<file path="src/rtl/hashed_occurrence_counter_core_assert.svh">
`ifndef HASHED_OCCURRENCE_COUNTER_CORE_ASSERT_SVH
`define HASHED_OCCURRENCE_COUNTER_CORE_ASSERT_SVH

// property macros used at the end of the top level
`ifndef NO_ASSERTIONS

`define HOC_ASSERT_IMP(label, clk, rst_n, ante, cons) \
    label: assert property (@(posedge clk) disable iff (!rst_n) (ante) |-> (cons)) \
        else $error("hoc check failed: consequent false");

`define HOC_ASSERT_NEXT(label, clk, rst_n, ante, cons) \
    label: assert property (@(posedge clk) disable iff (!rst_n) (ante) |=> (cons)) \
        else $error("hoc check failed: next-cycle consequent false");

`else

`define HOC_ASSERT_IMP(label, clk, rst_n, ante, cons)

`define HOC_ASSERT_NEXT(label, clk, rst_n, ante, cons)

`endif

`endif

</file>
<file path="src/rtl/hoc_pkg.sv">
package hoc_pkg;

    localparam logic [31:0] FNV_BASIS = 32'd2166136261;
    localparam logic [31:0] FNV_PRIME = 32'd16777619;
    localparam logic [7:0]  NAME_SEP  = 8'h23;

    localparam logic [1:0] ACT_BYTE = 2'd0;
    localparam logic [1:0] ACT_SEP  = 2'd1;
    localparam logic [1:0] ACT_END  = 2'd2;

    localparam int FILL_W     = 14;
    localparam int CEIL_W     = 8;
    localparam int CFG_DATA_W = 14;
    localparam int CFG_IDX_W  = 2;

    localparam logic [CFG_IDX_W-1:0] REG_FILL_LIMIT    = 2'd0;
    localparam logic [CFG_IDX_W-1:0] REG_COUNT_CEILING = 2'd1;

    localparam logic [FILL_W-1:0] FILL_LIMIT_RST    = 14'd6144;
    localparam logic [CEIL_W-1:0] COUNT_CEILING_RST = 8'd250;

    localparam int QUEUE_DEPTH = 4;
    localparam int QPTR_W      = 2;

    typedef struct packed {
        logic        valid;
        logic [31:0] key;
    } key_push_t;

    typedef struct packed {
        logic        valid;
        logic [31:0] key;
    } queue_head_t;

    typedef struct packed {
        logic [31:0]       key;
        logic [CEIL_W-1:0] count;
    } slot_entry_t;

endpackage

</file>
<file path="src/rtl/hoc_queue.sv">
module hoc_queue
    import hoc_pkg::*;
(
    input  logic        clk,
    input  logic        rst_n,
    input  key_push_t   push,
    output logic        q_full,
    output queue_head_t head,
    input  logic        pop
);

    logic [31:0]       q_mem_reg [QUEUE_DEPTH];
    logic [QPTR_W-1:0] wr_ptr_reg;
    logic [QPTR_W-1:0] rd_ptr_reg;
    logic [QPTR_W:0]   count_reg;
    logic [QPTR_W:0]   count_next;
    logic              do_push;
    logic              do_pop;

    assign q_full     = (count_reg == (QPTR_W+1)'(QUEUE_DEPTH));
    assign head.valid = (count_reg != '0);
    assign head.key   = q_mem_reg[rd_ptr_reg];

    assign do_push = push.valid && !q_full;
    assign do_pop  = pop && head.valid;

    always_comb
    begin
        count_next = count_reg;
        if (do_push && !do_pop)
            count_next = count_reg + 1'b1;
        else if (do_pop && !do_push)
            count_next = count_reg - 1'b1;
    end

    always_ff @(posedge clk)
    begin
        if (do_push)
            q_mem_reg[wr_ptr_reg] <= push.key;
    end

    always_ff @(posedge clk or negedge rst_n)
    begin
        if (!rst_n)
        begin
            wr_ptr_reg <= '0;
            rd_ptr_reg <= '0;
            count_reg  <= '0;
        end
        else
        begin
            if (do_push)
                wr_ptr_reg <= wr_ptr_reg + 1'b1;
            if (do_pop)
                rd_ptr_reg <= rd_ptr_reg + 1'b1;
            count_reg <= count_next;
        end
    end

endmodule

</file>
<file path="config.mk">
export PLATFORM = sky130hd
export DESIGN_NAME = hoc_queue
export DESIGN_NICKNAME = d
export VERILOG_FILES = /design/src/rtl/hashed_occurrence_counter_core_assert.svh /design/src/rtl/hoc_pkg.sv /design/src/rtl/hoc_queue.sv
export SDC_FILE = /design/constraint.sdc
export NUM_CORES = 1
export LEC_CHECK = 0
export CORE_UTILIZATION = 40
export CTS_BUF_LIST = sky130_fd_sc_hd__clkbuf_4 sky130_fd_sc_hd__clkbuf_8
export DETAILED_ROUTE_END_ITERATION = 10
export DONT_BUFFER_PORTS = 1
export GPL_ROUTABILITY_DRIVEN = 0
export GPL_TIMING_DRIVEN = 1
export PLACE_DENSITY = 0.52
export SYNTH_ARGS = -nofsm -noshare
export SYNTH_HDL_FRONTEND = slang
export SYNTH_SLANG_ARGS = --single-unit
export TNS_END_PERCENT = 1
</file>
<file path="constraint.sdc">
create_clock -name clk -period 2.2 [get_ports clk]
set_input_delay 0.33 -clock clk [delete_from_list [all_inputs] [get_ports clk]]
set_output_delay 0.33 -clock clk [all_outputs]
set_load 0.02 [all_outputs]
</file>
==> flow_metrics.env <==
export IMPL_antenna_cells=0
export IMPL_whs_ns=0.05426
export IMPL_rr_endpoint="count_reg[2]"
export IMPL_nets=304
export IMPL_core_um2=12210
export IMPL_min_to="rd_ptr_reg[0]"
export IMPL_ys_seq_area_share_pct=78.76
export IMPL_grt_pass1_vias=2440
export IMPL_multi_input_area_um2=977.2
export IMPL_worst_setup_path_end_kind="flop"
export IMPL_drive_above_1_share_pct=30.55
export IMPL_grt_max_degree=21
export IMPL_num_io_pins=70
export IMPL_rows=40
export IMPL_ys_warn_count=0
export IMPL_r2r_slack_ns=0.06
export IMPL_synth_area_per_cell_um2=25.13
export IMPL_max_slew_margin_pct=77.66
export IMPL_fill_cells=1016
export IMPL_timing_final_crit_share_pct=97.27
export IMPL_cap_violations=0
export IMPL_ys_ff_latch=135
export IMPL_start_util_pct=41.78
export IMPL_p_leak_nw=2.015
export IMPL_fin_ws_ns=0.06004
export IMPL_vdd_drop_max_mv=0.5569
export IMPL_grt_usage_pct=14.39
export IMPL_worstSetupPathType="reg2reg"
export IMPL_port_buffer_count=0
export IMPL_cp_max_fo=3
export IMPL_largest_reg_flops=128
export IMPL_ant_nets=0
export IMPL_dr_pass1_iters=4
export IMPL_drc=0
export IMPL_p_per_area_nw_per_um2=1338
export IMPL_post_cts_repair_setup_buffers=0
export IMPL_status="completed"
export IMPL_place_inst=378
export IMPL_tightest_slew_ns=0.3340
export IMPL_worst_r2r_path_depth=8
export IMPL_netlist_area_um2=5102
export IMPL_overflow=0
export IMPL_syn_nets=245
export IMPL_drtIter0Drc=116
export IMPL_placed_cell_area_um2=5350
export IMPL_synth_cell_types=22
export IMPL_hold_start="pop"
export IMPL_crit_slowest_cell="or3_4"
export IMPL_clkSinkCount=135
export IMPL_fp_dieH_um=114.9
export IMPL_worstPathArrival_ns=2.50
export IMPL_max_stage_delay_ns=0.44
export IMPL_hp_class="in2reg"
export IMPL_vias=2187
export IMPL_holdPathStages=2
export IMPL_path_cells="or3_4 > nand2_2 > ha_2 > inv_1 > fa_1 > xor2_1 > nor2_1 > xor2_1"
export IMPL_via_per_inst=4.937
export IMPL_min_period_ns=2.140
export IMPL_hold_viol=0
export IMPL_cts_max_level=4
export IMPL_clkTransAtPathRegs_ns=0.07
export IMPL_cts_tree="done"
export IMPL_start_kind="flop"
export IMPL_syn_to_final_growth_pct=19.25
export IMPL_die_width_um=114.9
export IMPL_crit_path_frequent_cell="xor2_1"
export IMPL_clock_latency_ns=0.44
export IMPL_grt_pass1_wl_um=13040
export IMPL_seq_area_um2=4020
export IMPL_routed_wl_um=8682
export IMPL_finalNonFillerCells=443
export IMPL_setup_viol=0
export IMPL_design_area_um2=6085
export IMPL_hpwl_um=5380
export IMPL_syn_inst=203
export IMPL_cts_root_buffer="clkbuf_8"
export IMPL_pre_cts_ws_ns=0.09823
export IMPL_cts_made_buffers=17
export IMPL_drv_slew=0
export IMPL_skew_ns=0.006073
export IMPL_worstReg2RegStart="count_reg[1]"
export IMPL_cts_buffer_depth=2
export IMPL_cp_required_ns=2.56
export IMPL_antenna_found_initial=0
export IMPL_die_area_um2=13210
export IMPL_drt_wirelength_per_cell_um=19.60
export IMPL_timing_fmax_mhz=467.3
-- where the power goes --
group          switching, mW  internal [mW]  total, mW
registers              0.144           3.41       3.55
clock network          0.907           1.12       2.03
logic                   1.55           1.01       2.56
total                   2.60           5.54       8.14
-- critical path: cells and delay by family, from the launching register on --
kind	cells	cell delay, ns
flip-flops	1	0.38
XOR/XNOR	2	0.35
AND/OR/NAND/NOR	3	0.71
adder cells (fa/ha/maj)	2	0.58
buffers and inverters	1	0.05
-- worst max-delay path by stage --
stage          cells after the start           end  slack, ns           from
2_1_floorplan                      8  count_reg[2]       0.15   count_reg[1]
5_1_grt                            8  count_reg[2]      -0.04   count_reg[1]
4_1_cts                            2      head[11]       0.04  rd_ptr_reg[0]
6_report                           8  count_reg[2]       0.06   count_reg[1]
3_5_place_dp                       8  count_reg[2]        0.1   count_reg[1]
3_3_place_gp                       8  count_reg[2]       0.19   count_reg[1]
-- stage by stage --
stage / setup TNS, ns / power (mW) / utilization [%]
after floorplan: 0 / 5.654 / -
after global placement: 0 / 6.032 / 43.81
after detailed placement: 0 / 6.134 / 43.81
after CTS: 0 / 8.252 / 49.75
after global routing: -0.04117 / 8.516 / 49.83
final: 0 / 8.142 / 49.83
-- routing by layer --
| layer | track usage [%] | up-vias | share of wire, % |
|---|---|---|---|
| met5 | 0 | - | 0 |
| met1 | 14.71 | 1144 | 40 |
| met3 | 6.800 | 14 | 6.7 |
| li1 | - | 965 | - |
| met2 | 24.62 | 64 | 52 |
| met4 | 7.359 | 0 | 1.8 |
-- cell usage after synthesis, drive strengths merged --
cell type | n | area, µm²
buf | 8 | 97.59
ha | 5 | 62.56
or3 | 1 | 11.26
clkbuf | 1 | 3.750
nor3b | 1 | 18.77
nor2 | 1 | 3.750
nand2 | 1 | 3.750
mux2 | 2 | 26.27
xnor2 | 4 | 35.03
fa | 1 | 20.02
dfrtp | 7 | 175.2
inv | 3 | 11.26
xor2 | 2 | 17.52
edfxtp | 128 | 3844
and2 | 4 | 25.02
nand3 | 1 | 5.000
mux4 | 32 | 735.7
nor2b | 1 | 6.260
-- cell usage in the layout, fill, tap and decap left out, types with 4 or more instances in the layout --
cell type / count
edfxtp_1: 128
dlygate4sd3_1: 33
mux4_2: 29
clkbuf_8: 17
buf_4: 14
dfrtp_1: 6
and2_2: 4
xnor2_1: 4
ha_1: 4
clkinv_1: 4
-- cell families after synthesis --
family        share of synthesized area (%)
simple gates                          1.447
mux                                   14.93
fa+ha+maj                             1.618
flops                                 78.76
xor+xnor                              1.030
buf+inv                               2.207
-- layout make-up --
cell class | instances | area share, %
repair buffers | 49 | 7.670
inverters | 3 | 0.1851
well taps | 168 | 3.455
multi-input cells | 56 | 16.06
clock inverters | 14 | 2.591
flip-flops and latches | 135 | 66.07
clock buffers | 18 | 3.969
-- timing repair --
action                                 CTS  global route
gates resized for setup                  1             3
setup endpoints to repair                1             4
hold buffers                            33             0
endpoints found under the hold margin  135             0
(Power assumes the default switching activity.)
