File: src/rtl/hashed_occurrence_counter_core_assert.svh
`ifndef HASHED_OCCURRENCE_COUNTER_CORE_ASSERT_SVH
`define HASHED_OCCURRENCE_COUNTER_CORE_ASSERT_SVH

// property macros used at the end of the top level
`ifndef NO_ASSERTIONS

`define HOC_ASSERT_IMP(label, clk, rst_n, ante, cons) \
    label: assert property (@(posedge clk) disable iff (!rst_n) (ante) |-> (cons)) \
        else $error("hoc check failed: consequent false");

`define HOC_ASSERT_NEXT(label, clk, rst_n, ante, cons) \
    label: assert property (@(posedge clk) disable iff (!rst_n) (ante) |=> (cons)) \
        else $error("hoc check failed: next-cycle consequent false");

`else

`define HOC_ASSERT_IMP(label, clk, rst_n, ante, cons)

`define HOC_ASSERT_NEXT(label, clk, rst_n, ante, cons)

`endif

`endif

File: src/rtl/hoc_pkg.sv
package hoc_pkg;

    localparam logic [31:0] FNV_BASIS = 32'd2166136261;
    localparam logic [31:0] FNV_PRIME = 32'd16777619;
    localparam logic [7:0]  NAME_SEP  = 8'h23;

    localparam logic [1:0] ACT_BYTE = 2'd0;
    localparam logic [1:0] ACT_SEP  = 2'd1;
    localparam logic [1:0] ACT_END  = 2'd2;

    localparam int FILL_W     = 14;
    localparam int CEIL_W     = 8;
    localparam int CFG_DATA_W = 14;
    localparam int CFG_IDX_W  = 2;

    localparam logic [CFG_IDX_W-1:0] REG_FILL_LIMIT    = 2'd0;
    localparam logic [CFG_IDX_W-1:0] REG_COUNT_CEILING = 2'd1;

    localparam logic [FILL_W-1:0] FILL_LIMIT_RST    = 14'd6144;
    localparam logic [CEIL_W-1:0] COUNT_CEILING_RST = 8'd250;

    localparam int QUEUE_DEPTH = 4;
    localparam int QPTR_W      = 2;

    typedef struct packed {
        logic        valid;
        logic [31:0] key;
    } key_push_t;

    typedef struct packed {
        logic        valid;
        logic [31:0] key;
    } queue_head_t;

    typedef struct packed {
        logic [31:0]       key;
        logic [CEIL_W-1:0] count;
    } slot_entry_t;

endpackage

File: src/rtl/hoc_front.sv
module hoc_front
    import hoc_pkg::*;
(
    input  logic      clk,
    input  logic      rst_n,
    input  logic      in_valid,
    output logic      in_ready,
    input  logic [1:0] action,
    input  logic [7:0] key_byte,
    input  logic      clearing,
    input  logic      q_full,
    output key_push_t push
);

    logic [31:0] hash_reg;
    logic [31:0] hash_next;
    logic [31:0] folded;
    logic [7:0]  fold_byte;
    logic        accept;

    assign in_ready = !clearing && !q_full;
    assign accept   = in_valid && in_ready;

    always_comb
    begin
        fold_byte = (action == ACT_SEP) ? NAME_SEP : key_byte;
        folded    = 32'((hash_reg ^ 32'(fold_byte)) * FNV_PRIME);
        hash_next = hash_reg;
        push.valid = 1'b0;
        push.key   = (hash_reg == 32'd0) ? 32'd1 : hash_reg;
        case (action) inside
            ACT_BYTE, ACT_SEP:
            begin
                if (accept)
                    hash_next = folded;
            end
            ACT_END:
            begin
                if (accept)
                begin
                    push.valid = 1'b1;
                    hash_next  = FNV_BASIS;
                end
            end
            default:
            begin
                hash_next = hash_reg;
            end
        endcase
    end

    always_ff @(posedge clk or negedge rst_n)
    begin
        if (!rst_n)
            hash_reg <= FNV_BASIS;
        else
            hash_reg <= hash_next;
    end

endmodule

File: config.mk
export PLATFORM = sky130hd
export DESIGN_NAME = hoc_front
export DESIGN_NICKNAME = d
export VERILOG_FILES = /design/src/rtl/hashed_occurrence_counter_core_assert.svh /design/src/rtl/hoc_pkg.sv /design/src/rtl/hoc_front.sv
export SDC_FILE = /design/constraint.sdc
export NUM_CORES = 1
export LEC_CHECK = 0
export BUFFER_PORTS_ARGS = -buffer_cell sky130_fd_sc_hd__clkbuf_2
export CAP_MARGIN = 20
export CORE_UTILIZATION = 25
export CTS_BUF_LIST = sky130_fd_sc_hd__clkbuf_16
export CTS_CLUSTER_DIAMETER = 120
export DETAILED_ROUTE_END_ITERATION = 7
export HOLD_SLACK_MARGIN = 0.08
export MAX_ROUTING_LAYER = met4
export PLACE_DENSITY = 0.41
export SLEW_MARGIN = 15
export SYNTH_ARGS = -nofsm -noshare
export SYNTH_HDL_FRONTEND = slang
export SYNTH_SLANG_ARGS = --single-unit
File: constraint.sdc
create_clock -name clk -period 6.78 [get_ports clk]
set_clock_uncertainty 0.1 [all_clocks]
set_input_delay 0.339 -clock clk [delete_from_list [all_inputs] [get_ports clk]]
set_output_delay 0.339 -clock clk [all_outputs]
set_load 0.01 [all_outputs]
==> results of run 1 <==
## cell usage after synthesis, types with 8 or more instances
master / instances / area, sq um
a21o_1: 12 / 90.1
a21oi_1: 23 / 115
a22oi_1: 8 / 60.1
clkbuf_1: 23 / 86.3
dfrtp_1: 18 / 450
dfstp_2: 14 / 368
fa_1: 74 / 1480
ha_1: 193 / 2410
inv_1: 197 / 739
nand2_1: 23 / 86.3
nor2_1: 41 / 154
o21ai_0: 20 / 100
xnor2_1: 34 / 298
xor2_1: 16 / 140
## worst max-delay path by stage
stage,start,end,slack [ns],cells past startpoint
finish,hash_reg[7]$_DFFE_PN1P_,hash_reg[23]$_DFFE_PN0P_,0.49,20
global route,action[1],hash_reg[23]$_DFFE_PN0P_,0.19,23
CTS,hash_reg[7]$_DFFE_PN1P_,hash_reg[23]$_DFFE_PN0P_,0.48,20
detailed placement,action[1],hash_reg[23]$_DFFE_PN0P_,0.22,23
global placement,action[1],hash_reg[23]$_DFFE_PN0P_,0.29,23
floorplan,action[1],hash_reg[23]$_DFFE_PN0P_,1.18,22
## kinds of logic after synthesis
kind of cell | after synthesis
compound gates | 107
xor+xnor | 50
fa+ha+maj | 267
buf+inv | 221
flops | 32
simple gates | 104
## stage by stage
| step | instances | utilization |
|---|---|---|
| 2_1_floorplan | 781 | - |
| 3_3_place_gp | 1195 | 0.282 |
| 3_5_place_dp | 1195 | 0.282 |
| 4_1_cts | 1203 | 0.288 |
| 5_1_grt | 1204 | 0.288 |
| 6_report | 1204 | 0.288 |
## final cells by class
type / count / area [sq um] / area share
multi-input cells: 528 / 5550 / 0.687
flip-flops and latches: 32 / 818 / 0.101
inverters: 197 / 739 / 0.0916
well taps: 378 / 473 / 0.0586
repair buffers: 60 / 330 / 0.0409
clock buffers: 5 / 125 / 0.0155
clock inverters: 3 / 37.5 / 0.00465
diodes: 1 / 2.50 / 0.000310
## routing by layer
metal	vias up	routed length (microns)	GRT usage	part of all wire
met5	-	0	-	0
met4	0	84	0.0155	0.0041
met3	4	384	0.00851	0.019
met2	65	9980	0.262	0.49
met1	2548	10100	0.201	0.49
li1	2607	-	-	-
==> run_results.csv, run 1 <==
group,metric,value,unit
final_layout,area_growth,12.3,%
sta,setup_ws,0.486,ns
synthesis,syn_inst,781,
global_routing,gr-total-overflow,0,
clocking,cts_resized,0,
global_routing,grt_max_degree,33,
synthesis,async_reset_ff_frac,1.00,
worst_setup_path,critPathMaxFanout,7,
synthesis,synth.net_count,1063,
synthesis,synthAdderAreaFrac,0.542,
sta,setup_violations,0,
worst_hold_path,hold_path_class,"primary input to async pin",
final_layout,final_area,8080,sq um
placed_design,pre_cts_ws,0.222,ns
worst_setup_path,cpPeakStageDelay,0.56,ns
placed_design,dpl.hpwl,17400,microns
worst_setup_path,timing.rr.start,"hash_reg[7]$_DFFE_PN1P_",
worst_setup_path,crit_top_cell,"ha_1",
synthesis,synth_xor_area_frac,0.0609,
synthesis,netlist_area,7190,sq um
routing,num_vias,5224,
clocking,numCtsBuffers,5,
die,die_x,172,microns
sta,report.final.slew_viol_count,0,
sta,tightest_slew,0.902,ns
die,rows,61,
die,dieArea,29500,sq um
placed_design,io_buffer_count,48,
synthesis,synth_mux_area_frac,0,
worst_setup_path,r2r_setup_slack,0.49,ns
sta,timing.hold.ws,0.0919,ns
sta,tns,0,ns
sta,relSlewSlack,0.398,
global_routing,grt_pass1_vias,5635,
worst_setup_path,r2r_end,"hash_reg[23]$_DFFE_PN0P_",
synthesis,synth-compound-area-share,0.0990,
sta,min_period_over_period,0.928,
routing,wl_per_cell,17.0,microns
run_status,outcome,"finished, final reports clean",
worst_setup_path,r2r_cells,20,
synthesis,synth_seq_area_share,0.114,
placed_design,globalplace.congestion,0.839,
sta,rsz0062_at_grt,"false",
routing,detail-route-antenna-nets,0,
worst_setup_path,crit_type,"register to register",
routing,drt_iter0_drc,181,
clocking,htree_levels,2,
worst_setup_path,path_cells,"xor2_1, inv_1, ha_1, ha_1, fa_1, ha_1, fa_1, ha_1, inv_1, fa_1, inv_1, ha_1, a21oi_1, o21ai_0, a31oi_1, a21oi_2, o21ai_2, a21boi_1, or3_1, a32o_1",
die,io_pins,49,
routing,routed_wl,20500,microns
placed_design,placed_cell_area,7910,sq um
worst_setup_path,crit_buf_inv,3,
sta,finalCriticalPeriod,6.29,ns
clocking,cts.path.max_buffers,2,
sta,fmax,159,MHz
routing,drc,0,
clocking,clk_pin_slew,0.05,ns
die,initial_core_util,0.257,
clocking,cts_hold_buf,0,
synthesis,ys.flop_type,"dfrtp_1",
worst_setup_path,critPathCaptureType,"register",
global_routing,grt_first_pass_wirelength,32400,microns
global_routing,track_usage,0.152,
clocking,clockRootBuffer,"clkbuf_16",
global_routing,antenna_found_initial,1,
job,maxCapViolCount,0,
sta,finalHoldViolCount,0,
final_layout,drive_above_1_share,0.108,
synthesis,syn_avg_cell_area,9.21,sq um
final_layout,mostFrequentLayoutCell,"inv_1",
final_layout,layout_common_cells,"inv_1 (197), ha_1 (193), fa_1 (74), clkbuf_2 (48), nor2_1 (41)",
worst_setup_path,cp.arrival,6.35,ns
clocking,cts_setup_buffers,0,
synthesis,yosysUniqueCellTypes,50,
clocking,cts_tree,"done",
die,die_h,172,microns
final_layout,nets,1106,
worst_setup_path,crit_path_start_kind,"register",
routing,post_drt_via_cell_ratio,4.34,
final_layout,fillers,3042,
synthesis,synth-seq-cells,32,
clocking,clkLatencyLatePin,0.27,ns
final_layout,largest_reg_flops,32,
clocking,cts.sinks,32,
synthesis,synth_top_family_by_area,"adder cells",
worst_setup_path,critical_path.slowest_cell,"dfstp_2",
worst_setup_path,crit_family,"adder cells",
routing,dr.pass1.iters,4,
synthesis,synth_edf_count,0,
die,design.core.area,28000,sq um
synthesis,ys_warn_count,0,
worst_setup_path,cp_data_required_time,6.84,ns
synthesis,yosys.area_share.simple,0.0692,
Power of run 1 is not shown: default switching activity piles up to over one toggle a cycle in this logic, so the estimate is an artifact.
==> inputs of run 2 (changes only) <==
--- a/config.mk
+++ b/config.mk
@@ -5,15 +5,17 @@
 export SDC_FILE = /design/constraint.sdc
 export NUM_CORES = 1
 export LEC_CHECK = 0
+export ABC_AREA = 1
 export BUFFER_PORTS_ARGS = -buffer_cell sky130_fd_sc_hd__clkbuf_2
 export CAP_MARGIN = 20
+export CORE_ASPECT_RATIO = 0.9
 export CORE_UTILIZATION = 25
 export CTS_BUF_LIST = sky130_fd_sc_hd__clkbuf_16
 export CTS_CLUSTER_DIAMETER = 120
 export DETAILED_ROUTE_END_ITERATION = 7
 export HOLD_SLACK_MARGIN = 0.08
 export MAX_ROUTING_LAYER = met4
-export PLACE_DENSITY = 0.41
+export PLACE_DENSITY = 0.42
 export SLEW_MARGIN = 15
 export SYNTH_ARGS = -nofsm -noshare
 export SYNTH_HDL_FRONTEND = slang
==> constraint.sdc (replaced) <==
create_clock -name clk -period 5.2 [get_ports clk]
set_clock_uncertainty 0.1 [all_clocks]
set_input_delay 0.26 -clock clk [delete_from_list [all_inputs] [get_ports clk]]
set_output_delay 0.26 -clock clk [all_outputs]
set_load 0.01 [all_outputs]
==> run 2 against run 1 <==
Wire length is 24% higher. Synthesized area is 11% higher. Critical endpoint is now hash_reg[10]$_DFFE_PN1P_. Critical path type unchanged. Final cell count is 33% higher. Largest cell class unchanged. Flip-flop and latch count did not move. Highest routed layer unchanged. Core utilization grew 3.8 points. Critical path depth is 1 lower.
==> run_results.csv, run 2 <==
group,metric,value,unit
final_layout,layout_common_cells,"inv_1 (275), nand2_1 (167), ha_1 (166), buf_4 (98), fa_1 (72)",
final_layout,nets,1470,
clocking,clkLatencyLatePin,0.29,ns
placed_design,dpl.hpwl,22300,microns
job,maxCapViolCount,0,
synthesis,synth_mux_area_frac,0,
routing,routed_wl,25400,microns
die,design.core.area,31100,sq um
synthesis,synth_edf_count,0,
final_layout,fillers,3351,
global_routing,grt_max_degree,33,
global_routing,grt_first_pass_wirelength,39800,microns
worst_setup_path,crit_type,"register to register",
synthesis,yosysUniqueCellTypes,37,
synthesis,synth_top_cell_area_share,0.303,
clocking,clk_pin_slew,0.07,ns
clocking,cts.path.max_buffers,2,
sta,setup_violations,0,
final_layout,drive_above_1_share,0.242,
die,rows,61,
routing,dr.pass1.iters,4,
synthesis,synth.most_common_cell,"inv_1",
synthesis,synth_xor_area_frac,0.0252,
clocking,cts.sinks,32,
routing,num_vias,6837,
clocking,htree_levels,2,
synthesis,yosys.area_share.simple,0.158,
clocking,clockRootBuffer,"clkbuf_16",
synthesis,synth.net_count,1335,
placed_design,dp_cells,1586,
final_layout,num_antenna_cells,0,
global_routing,track_usage,0.166,
final_layout,finalNonFillerCells,1598,
worst_setup_path,critPathCaptureType,"register",
sta,finalHoldViolCount,0,
synthesis,synth_seq_area_share,0.103,
synthesis,ys.flop_type,"dfrtp_1",
final_layout,area_growth,27.3,%
sta,tns,0,ns
synthesis,synthAdderAreaFrac,0.488,
worst_setup_path,critical_path.slowest_cell,"fa_1",
final_layout,final_area,10200,sq um
placed_design,globalplace.congestion,0.850,
synthesis,synth_area_leaders,"ha_1 (30%), fa_1 (19%), inv_1 (13%), nand2_1 (8.6%), dfrtp_1 (5.6%)",
final_layout,mostFrequentLayoutCell,"inv_1",
placed_design,placed_cell_area,9380,sq um
synthesis,syn_inst,1053,
worst_setup_path,cp_data_required_time,5.33,ns
clocking,cts_tree,"done",
placed_design,io_buffer_count,48,
worst_setup_path,cp.arrival,5.12,ns
worst_hold_path,hold_path_class,"primary input to register",
synthesis,ys_warn_count,0,
final_layout,largest_reg_flops,32,
global_routing,grt_pass1_vias,7000,
die,io_pins,49,
die,die_x,190,microns
sta,relSlewSlack,0.341,
clocking,numCtsBuffers,5,
routing,wl_per_cell,15.9,microns
worst_hold_path,whs_path_depth,4,
routing,detail-route-antenna-nets,0,
routing,post_drt_via_cell_ratio,4.28,
synthesis,synth-compound-area-share,0.0781,
synthesis,yosys.area.top_type,"ha_1",
worst_setup_path,cpPeakStageDelay,0.53,ns
routing,drt_iter0_drc,261,
synthesis,async_reset_ff_frac,1.00,
sta,report.final.slew_viol_count,0,
synthesis,synth_top_family_by_area,"adder cells",
synthesis,syn_avg_cell_area,7.58,sq um
worst_setup_path,critPathMaxFanout,5,
die,dieArea,32600,sq um
global_routing,gr-total-overflow,0,
global_routing,antenna_found_initial,0,
sta,min_period_over_period,0.959,
worst_setup_path,crit_path_start_kind,"register",
run_status,outcome,"finished, final reports clean",
routing,drc,0,
sta,tightest_slew,0.985,ns
worst_setup_path,path_cells,"inv_1, xor2_1, inv_1, ha_1, ha_1, ha_1, fa_1, ha_1, inv_1, fa_1, inv_1, ha_1, a21oi_1, o21ai_0, a21oi_1, buf_4, xnor2_1, o22ai_1, inv_1",
die,initial_core_util,0.256,
synthesis,netlist_area,7980,sq um
synthesis,synth-seq-cells,32,
sta,fmax,201,MHz
worst_setup_path,r2r_cells,19,
die,die_h,172,microns
synthesis,synthTopCellsByCount,"inv_1 (281), ha_1 (193), nand2_1 (182)",
sta,finalCriticalPeriod,4.99,ns
-- run 2: cell count changes after synthesis, sizes merged, moves of 6 or more --
cell    previous run  this run
a21oi             24        40
clkbuf            24        18
nand2b             6         0
nand3              5        39
o21ai             21        48
inv              197       293
a21o              12         2
nor2              41        56
nand2             23       184
xnor2             34         7
a22oi              8         1
-- run 2: path summary, 6_finish.rpt --
| check | from | endpoint | slack, ns |
|---|---|---|---|
| worst min-delay path | action[1] | hash_reg[2]$_DFFE_PN1P_ | 0.27 |
| min in group asynchronous | rst_n | hash_reg[5]$_DFFE_PN0P_ | 0.43 |
| max in group asynchronous | rst_n | hash_reg[17]$_DFFE_PN0P_ | 4.15 |
| worst min register to register | hash_reg[23]$_DFFE_PN0P_ | hash_reg[23]$_DFFE_PN0P_ | 0.47 |
| worst max-delay path | hash_reg[0]$_DFFE_PN1P_ | hash_reg[10]$_DFFE_PN1P_ | 0.21 |
| worst max register to register | hash_reg[0]$_DFFE_PN1P_ | hash_reg[10]$_DFFE_PN1P_ | 0.21 |
-- run 2: stage by stage --
step,util,setup WS [ns],hold WS [ns]
after floorplan,-,0.254,-0.136
after global placement,0.301,-0.245,0.237
after detailed placement,0.301,-0.262,0.236
after CTS,0.309,-0.00591,0.269
after global routing,0.326,-0.0140,0.315
final,0.326,0.215,0.271
-- run 2: area by class of cell --
| class | count | area (sq um) | area share |
|---|---|---|---|
| repair buffers | 148 | 1010 | 0.0990 |
| clock inverters | 3 | 42.5 | 0.00419 |
| well taps | 409 | 512 | 0.0504 |
| clock buffers | 5 | 125 | 0.0123 |
| multi-input cells | 707 | 6560 | 0.645 |
| flip-flops and latches | 32 | 820 | 0.0806 |
| inverters | 294 | 1100 | 0.109 |
-- run 2: repair_timing --
| item | in CTS | in global routing |
|---|---|---|
| endpoints found under the setup margin | 16 | 20 |
| gates resized for setup | 13 | 112 |
| pin swaps | 1 | 31 |
| setup buffers | 0 | 3 |
| hold endpoints to repair | 18 | 0 |
| hold buffers | 1 | 0 |
-- run 2: logic make-up (layout without fill, tap and decap cells) --
logic type / count (synthesis) / count (layout)
buffers and inverters: 314 / 450
AND/OR/NAND/NOR: 304 / 304
adder cells (fa/ha/maj): 267 / 267
AO/OA/AOI/OAI: 113 / 113
flip-flops: 32 / 32
XOR/XNOR: 23 / 23
-- run 2: critical path: cells and delay by family, from the launching register on --
kind / cells / cell delay (ns)
xor gates and xnor gates: 2 / 0.39
DFF: 1 / 0.52
buffers and inverters: 6 / 0.52
AOI/OAI and AO/OA: 4 / 0.88
adders and majority gates: 7 / 2.50
-- run 2: metal layers --
metal  wire, microns  global-route usage  vias to the layer above  share of wire
met4             227              0.0139                        0         0.0089
met3            1060              0.0206                       17          0.042
met5               0                   -                        -              0
met2           11200               0.262                       80           0.44
met1           12900               0.233                     3213           0.51
li1                -                   -                     3527              -
Power of run 2 is left out for the same reason.
